--- src/rtl/rqs_pkg.sv ---
// Package for the read quality statistics block: sizes, codes, state type.
// No dependencies; rqs_div and the core import it.
package rqs_pkg;

  localparam int MAX_READ_LEN = 512;
  localparam int QUAL_BINS    = 64;
  localparam int GC_SCALE     = 1024;
  localparam int POS_ENTRIES  = MAX_READ_LEN * 8;
  localparam int GC_ENTRIES   = GC_SCALE + 1;
  localparam int KMER_ENTRIES = 1024;
  localparam int SCALAR_COUNT = 5;

  localparam int POS_AW  = $clog2(POS_ENTRIES);
  localparam int LEN_AW  = $clog2(MAX_READ_LEN);
  localparam int GC_AW   = $clog2(GC_ENTRIES);
  localparam int QB_AW   = $clog2(QUAL_BINS);
  localparam int KMER_AW = $clog2(KMER_ENTRIES);
  localparam int RPOS_W  = $clog2(MAX_READ_LEN + 1);
  localparam int QTOT_W  = 18;
  localparam int DIV_W   = 20;
  localparam int CLR_W   = POS_AW;

  localparam logic [7:0]  UNKNOWN_BASE = 8'h4E;
  localparam logic [6:0]  PHRED_RESET  = 7'd33;
  localparam logic [15:0] CODE_RESET   = 16'd49536;
  localparam logic [2:0]  GUARD_RESET  = 3'd4;
  localparam logic [2:0]  GUARD_SET    = 3'd5;
  localparam logic [7:0]  Q20          = 8'd20;
  localparam logic [7:0]  Q30          = 8'd30;

  localparam logic [0:0] OP_PUSH = 1'b0;
  localparam logic [0:0] OP_READ = 1'b1;

  localparam logic [3:0] REG_PHRED = 4'd0;
  localparam logic [3:0] REG_CODE  = 4'd1;

  localparam logic [2:0] TBL_POS_COUNT = 3'd0;
  localparam logic [2:0] TBL_POS_QUAL  = 3'd1;
  localparam logic [2:0] TBL_LENGTH    = 3'd2;
  localparam logic [2:0] TBL_GC        = 3'd3;
  localparam logic [2:0] TBL_MEANQ     = 3'd4;
  localparam logic [2:0] TBL_KMER      = 3'd5;
  localparam logic [2:0] TBL_SCALAR    = 3'd6;

  localparam int SC_READS = 0;
  localparam int SC_BASES = 1;
  localparam int SC_GC    = 2;
  localparam int SC_Q20   = 3;
  localparam int SC_Q30   = 4;

  typedef enum logic [3:0] {
    S_CLEAR, S_IDLE, S_PUSH_RD, S_PUSH_WB, S_GC_GO, S_GC_WAIT,
    S_Q_GO, S_Q_WAIT, S_FIN_RD, S_FIN_WB, S_RDO_RD, S_RDO_WB
  } state_t;

  typedef struct packed {
    logic start;
    logic done;
  } div_ctl_t;

endpackage

--- src/rtl/rqs_div.sv ---
// Restoring divider, one quotient bit per cycle, for the read-end bins.
// Depends on rqs_pkg.
module rqs_div (
  input  logic                      clk,
  input  logic                      rst_n,
  input  rqs_pkg::div_ctl_t         ctl_in,
  output rqs_pkg::div_ctl_t         ctl_out,
  input  logic [rqs_pkg::DIV_W-1:0] dividend,
  input  logic [rqs_pkg::RPOS_W-1:0] divisor,
  output logic [rqs_pkg::DIV_W-1:0] quotient
);
  import rqs_pkg::*;

  localparam int CNT_W = $clog2(DIV_W + 1);

  logic [RPOS_W-1:0] rem_r, rem_nxt;
  logic [RPOS_W:0]   rem_sh;
  logic [DIV_W-1:0]  quo_r, quo_nxt;
  logic [CNT_W-1:0]  cnt_r, cnt_nxt;
  logic              done_r, done_nxt;
  logic              take;

  always_comb begin
    rem_sh   = {rem_r, quo_r[DIV_W-1]};
    take     = rem_sh >= {1'b0, divisor};
    rem_nxt  = rem_r;
    quo_nxt  = quo_r;
    cnt_nxt  = cnt_r;
    done_nxt = 1'b0;
    if (ctl_in.start) begin
      rem_nxt = '0;
      quo_nxt = dividend;
      cnt_nxt = CNT_W'(DIV_W);
    end else if (cnt_r != '0) begin
      rem_nxt  = take ? RPOS_W'(rem_sh - {1'b0, divisor}) : rem_sh[RPOS_W-1:0];
      quo_nxt  = {quo_r[DIV_W-2:0], take};
      cnt_nxt  = cnt_r - 1'b1;
      done_nxt = (cnt_r == CNT_W'(1));
    end
  end

  always_ff @(posedge clk) begin
    if (!rst_n) begin
      cnt_r  <= '0;
      done_r <= 1'b0;
    end else begin
      cnt_r  <= cnt_nxt;
      done_r <= done_nxt;
    end
    rem_r <= rem_nxt;
    quo_r <= quo_nxt;
  end

  assign quotient      = quo_r;
  assign ctl_out.done  = done_r;
  assign ctl_out.start = 1'b0;
endmodule

--- config.mk ---
export PLATFORM = sky130hd
export DESIGN_NAME = rqs_div
export DESIGN_NICKNAME = d
export VERILOG_FILES = /design/src/rtl/rqs_pkg.sv /design/src/rtl/rqs_div.sv
export SDC_FILE = /design/constraint.sdc
export NUM_CORES = 1
export LEC_CHECK = 0
export ABC_AREA = 1
export BUFFER_PORTS_ARGS = -buffer_cell sky130_fd_sc_hd__buf_2
export CORE_AREA = 2 2 98 100
export CTS_CLUSTER_DIAMETER = 150
export CTS_CLUSTER_SIZE = 20
export DETAILED_ROUTE_END_ITERATION = 6
export DIE_AREA = 0 0 100 102
export SYNTH_ARGS = -nofsm -noshare
export SYNTH_HDL_FRONTEND = slang
export SYNTH_SLANG_ARGS = --single-unit
--- constraint.sdc ---
create_clock -name clk -period 1.7 [get_ports clk]
set_input_delay 0.17 -clock clk [delete_from_list [all_inputs] [get_ports clk]]
set_output_delay 0.17 -clock clk [all_outputs]
set_load 0.01 [all_outputs]
; ---- Yosys cells after proc, flatten, opt, wreduce, memory -nomap -nowiden
; Index checks and enable logic that the tools add are counted.
[op_classes]
bitwise = 2
add_sub_neg = 2
n_reduce_logical = 4
muxes = 5
magnitude_cmp = 1
n_eq_ne = 1
[op_table]
columns = cell, n
row1 = two-way mux 20 bit, 2
row2 = >= comparator 11 x 10 -> 1 bit, 1
row3 = two-way mux 10 bit, 1
row4 = two-way mux 5 bit, 2
row5 = subtractor 10 bit, 1
row6 = "equality test 5 x 1 -> 1 bit, second input constant", 1
row7 = nonzero test 5 bit, 1
row8 = "subtractor 5 x 1 -> 5 bit, second input constant", 1
row9 = OR reduction 3 bit, 1
row10 = inverter 1 bit, 2
row11 = nonzero test 2 bit, 1
row12 = OR reduction 2 bit, 1
[word_totals]
elab_cells = 20
ff_bits = 36

; ---- Longest topological paths before layout
[depth]
depth_word = 3
ltp_mapped = 13
mapped_depth_nobuf = 13

; ---- Worst setup path after synthesis
; Ideal clock, no wire load.
[synth_path]
path_kind = flip-flop to flip-flop
from = register quo_r[19], in the netlist quotient[19]
to = register rem_r[8]
setup_time_ns = 0.113
slack_ns = -0.014
required_time_ns = 1.587
path_buffers = 0
synth_period_minus_slack_ns = 1.714
arrival_ns = 1.601
path_stages_with_launch = 13
cell_sequence = edfxtp_1 -> inv_1 -> ha_1 -> inv_1 -> fa_1 -> nand3_1 -> nand2_1 -> nand2_1 -> nand3b_1 -> nand2_1 -> nand2_1 -> nand3_1 -> nand2_1
[synth_via]
elab_chain_cells = 2
word_cells_on_any_way = 3
classes_between = add/sub (1) / order compare (1) / mux (1)
[synth_lines]
columns = element, line_no
row1 = start: declaration, rqs_div.sv:18  ; logic [DIV_W-1:0] quo_r, quo_nxt;
row2 = start signal: assignment, rqs_div.sv:51  ; quo_r <= quo_nxt;
row3 = subtractor 10 bit / >= comparator 11 x 10 -> 1 bit (equally long branches), "rqs_div.sv:35, rqs_div.sv:25"
row4 = two-way mux 10 bit (*), rqs_div.sv:35  ; rem_nxt = take ? RPOS_W'(rem_sh - {1'b0, divisor}) : rem_sh[RPOS_W-1:0];
row5 = end signal: assignment, rqs_div.sv:50  ; rem_r <= rem_nxt;
row6 = end: declaration, rqs_div.sv:16  ; logic [RPOS_W-1:0] rem_r, rem_nxt;
; Every way passes the cells marked *; elsewhere a longest branch is shown, timed or not.
; A chain may end at the register's enable or synchronous reset.

; ---- Worst setup path in the final report
; Ends and elaborated chain as after synthesis.

==> flow_summary.toml <==
[run_status]
run_status = "finished, final reports clean"

[global_route]
number_of_global_route_vias_before_repair = 2042
pin_count_of_the_biggest_net_entering_global_routing = 25
overflow_left_after_global_routing = 0
antenna_found_initial = 0
global_route_wire_length_before_repair_um = 9040
total_track_usage_pct = 11.1

[power_and_ir_drop]
leakage_nw = 1.66
seqPwrFrac_pct = 32.6
switching_power_mw = 1.36
proportion_of_power_drawn_by_combinational_gates_pct = 46.8
clock_power_share_pct = 20.6
irDropWorstVdd_v = 0.000442
power.density_cell_area_nw_per_um2 = 1160
power.total_mw = 3.73
p_int_mw = 2.36
power_switching_share_pct = 36.5

[placed_design]
port_buffers = 53
placement_cell_area_um2 = 2830
place_congestion = 0.815
dp_hpwl_um = 4010

[clocking]
number_of_buffers_created_by_cts = 5
ctsHtreeMaxLevel = 2
clock-sinks = 36
cts.reportedPaths.clkPinSlew_ps = 80
clock-root-buffer = "sky130_fd_sc_hd__clkbuf_8"
cts_tree = "done"
cts_max_path_buffers = 2
holdBufCountCts = 0
insertion_delay_ps = 290

[timing]
max_freq_mhz = 589
setup_viol_count_final = 0
final_min_period_over_clock_period_pct = 99.8
tightestPinTransition_ps = 852
post_route_clock_skew_ps = 9.70
unrepaired_setup_endpoints_after_global_routing = "yes"
finalCriticalPeriod_ps = 1700
slew_headroom_pct = 43.1
timing_hold_violations_final = 0
timing.final.max_slew_violations = 0

[worst_setup_path]
timing.critical_path.cells = "inv_2 -> ha_4 -> inv_2 -> fa_2 -> nand3_2 -> nand2_4 -> nand2_2 -> nand3b_1 -> nand2_1 -> nand2_1 -> nand3_1 -> nand2_1"
r2r_setup_slack_ps = 3
crit_required_ps = 1900
critPathLaunch = "quotient[19]"
critical-path-slowest-cell = "sky130_fd_sc_hd__edfxtp_1"
reg2reg_to = "rem_r[8]"
critical_path.max_fanout = 3
end_kind = "flip-flop"
critical_path.reg2reg.startpoint = "quotient[19]"
timing.setup.critical_path_class = "reg -> reg"
timing.reg2reg.worst_path_depth = 12
timing.critical_path.arrival_ps = 1890
slowest_delay_ps = 410
critical_path.most_common_cell = "sky130_fd_sc_hd__nand2_1"
worst_setup_path_start_kind = "flip-flop"

[run]
maxCapViolations = 0

[floorplan]
die_h_um = 102
die_w_um = 100
num_io_pins = 56
coreArea_um2 = 9110
placementRows = 35
total_die_area_um2 = 10200
initial_utilization_pct = 24.6

[cells_and_area]
fill_cells = 945
layout.nets = 439
syn2layout_area_growth_pct = 43.4
design_area_um2 = 3210
layout-drive-gt1-share_pct = 38.2
antennaDiodeCount = 0
most_frequent_cells_in_the_layout = "sky130_fd_sc_hd__nand2_1, sky130_fd_sc_hd__buf_2, sky130_fd_sc_hd__buf_4, sky130_fd_sc_hd__inv_1, sky130_fd_sc_hd__edfxtp_1"
layout.cells.most_common = "sky130_fd_sc_hd__nand2_1"

[logic_synthesis]
synth-simple-area-share_pct = 34.4
synth_async_sr_flop_share_pct = 0
postSynthNetCount = 349
ys_seq_elements = 36
syn-instance-count = 302
primary_ff_master_synth = "sky130_fd_sc_hd__edfxtp_1"
synth_fa_ha_area_share_pct = 7.60
ys.warnings.count = 0
yosys-mux-area-fraction_pct = 0
synth-edff-count = 20
synth_top_family_by_area = "simple AND/OR/NAND/NOR gates"
synthesis.area_um2 = 2240
synth.lib_cells_used.distinct = 27
synth_compound_gate_area_share_pct = 4.97
synth.yosys.seq_area_share_pct = 41.1
postSynthAreaPerCell_um2 = 7.41
yosys.area_share.xor_xnor_pct = 1.57

[detailed_routing]
drt_pre_antenna_iters = 4
drt_iter0_markers = 101
routed_wire_length_per_instance_um = 11.7
vias_per_cell = 4.30
vias = 2166
wl_um = 5900
count_of_nets_left_with_antenna_violations_after_detail_routing = 0
drc_errors = 0

[min_path]
timing.hold.worst_path_depth = 3
worstHoldEndpoint = "cnt_r[2]"
min-delay-start = "rst_n"
worstHoldPathType = "in -> reg"
## cells by family after synthesis
| kind of cell | after synthesis |
|---|---|
| DFF | 36 |
| AOI/OAI and AO/OA | 19 |
| other | 1 |
| and+or+nand+nor | 178 |
| xor gates and xnor gates | 4 |
| adders and majority gates | 13 |
| buffers and inverters | 51 |
## layout make-up
type                            count  area [um^2]  share of cell area [%]
Multi-Input combinational cell    215         1300                    40.5
Sequential cell                    36          925                    28.8
Timing Repair Buffer               91          562                    17.5
Inverter                           42          170                    5.30
Tap cell                          111          139                    4.33
Clock buffer                        6         72.6                    2.26
Clock inverter                      2         35.0                    1.09
Timing Repair inverter              1         8.76                   0.273
## timing repair
item                                    in CTS  in global routing
gates resized for setup                     10                 43
cloned                                       0                  1
endpoints found under the setup margin      31                 32
setup buffers                                2                  3
pin swaps                                    1                 11
## layer usage
metal	part of all wire (%)	global-route usage (%)	vias to the layer above
met3	4.3	3.08	7
met5	0	0	-
met2	48	18.7	44
met4	1.1	3.27	0
met1	46	13.9	991
li1	-	-	1124
## how the worst max path moves through the flow
stage / endpoint / slack (ps)
after global routing: rem_r[8] / -90
after CTS: rem_r[8] / 1
final: rem_r[8] / 3
after detailed placement: rem_r[6] / -60
after global placement: rem_r[8] / -80
after floorplan: rem_r[8] / 40
## cells in the mapped netlist, types with 2 or more instances
master / instances / area share [%]
sky130_fd_sc_hd__inv_4: 2 / 0.56
sky130_fd_sc_hd__inv_1: 40 / 6.7
sky130_fd_sc_hd__nand3b_1: 7 / 2.3
sky130_fd_sc_hd__nand3_1: 20 / 4.5
sky130_fd_sc_hd__xnor2_1: 4 / 1.6
sky130_fd_sc_hd__o21ai_0: 2 / 0.45
sky130_fd_sc_hd__nand2_2: 5 / 1.4
sky130_fd_sc_hd__nand2_1: 125 / 21
sky130_fd_sc_hd__buf_6: 3 / 1.5
sky130_fd_sc_hd__buf_4: 2 / 0.67
sky130_fd_sc_hd__edfxtp_1: 20 / 27
sky130_fd_sc_hd__nor3_1: 3 / 0.67
sky130_fd_sc_hd__dfxtp_1: 16 / 14
sky130_fd_sc_hd__ha_1: 12 / 6.7
sky130_fd_sc_hd__nor2_1: 13 / 2.2
sky130_fd_sc_hd__o21ai_2: 4 / 1.6
sky130_fd_sc_hd__clkbuf_1: 4 / 0.67
sky130_fd_sc_hd__a21oi_1: 11 / 2.5
## critical path: cells and delay by family, from the launching register on
kind / cells / cell delay, ps
AND/OR/NAND/NOR: 8 / 590
adder cells (fa/ha/maj): 2 / 470
buffers and inverters: 2 / 140
flip-flops: 1 / 410
## stage by stage
stage / instances / utilization [%] / hold WS (ps) / setup TNS, ps / worst slack (ps)
finish: 504 / 35.2 / 145 / 0 / 3.45
global placement: 490 / 31.1 / 440 / -389 / -82.3
detailed placement: 490 / 31.1 / 437 / -557 / -60.1
CTS: 500 / 32.7 / 136 / 0 / 1.18
floorplan: 302 / - / 322 / 0 / 39.1
global route: 504 / 35.2 / 153 / -333 / -91.4
## registers in the layout, summed over array words and instances (netlist names)
signal / flops
cnt_r: 5
quotient: 20
rem_r: 10
done_r: 1
## power by group through the flow
| stage | logic [mW] | clock network (mW) | registers [mW] |
|---|---|---|---|
| 2_1_floorplan | 0.870 | 0 | 1.24 |
| 3_3_place_gp | 1.42 | 0 | 1.21 |
| 3_5_place_dp | 1.44 | 0 | 1.21 |
| 4_1_cts | 1.50 | 0.800 | 1.19 |
| 5_1_grt | 1.93 | 0.828 | 1.24 |
| 6_report | 1.74 | 0.768 | 1.21 |
Note: power is estimated with default switching activity, not from simulation.
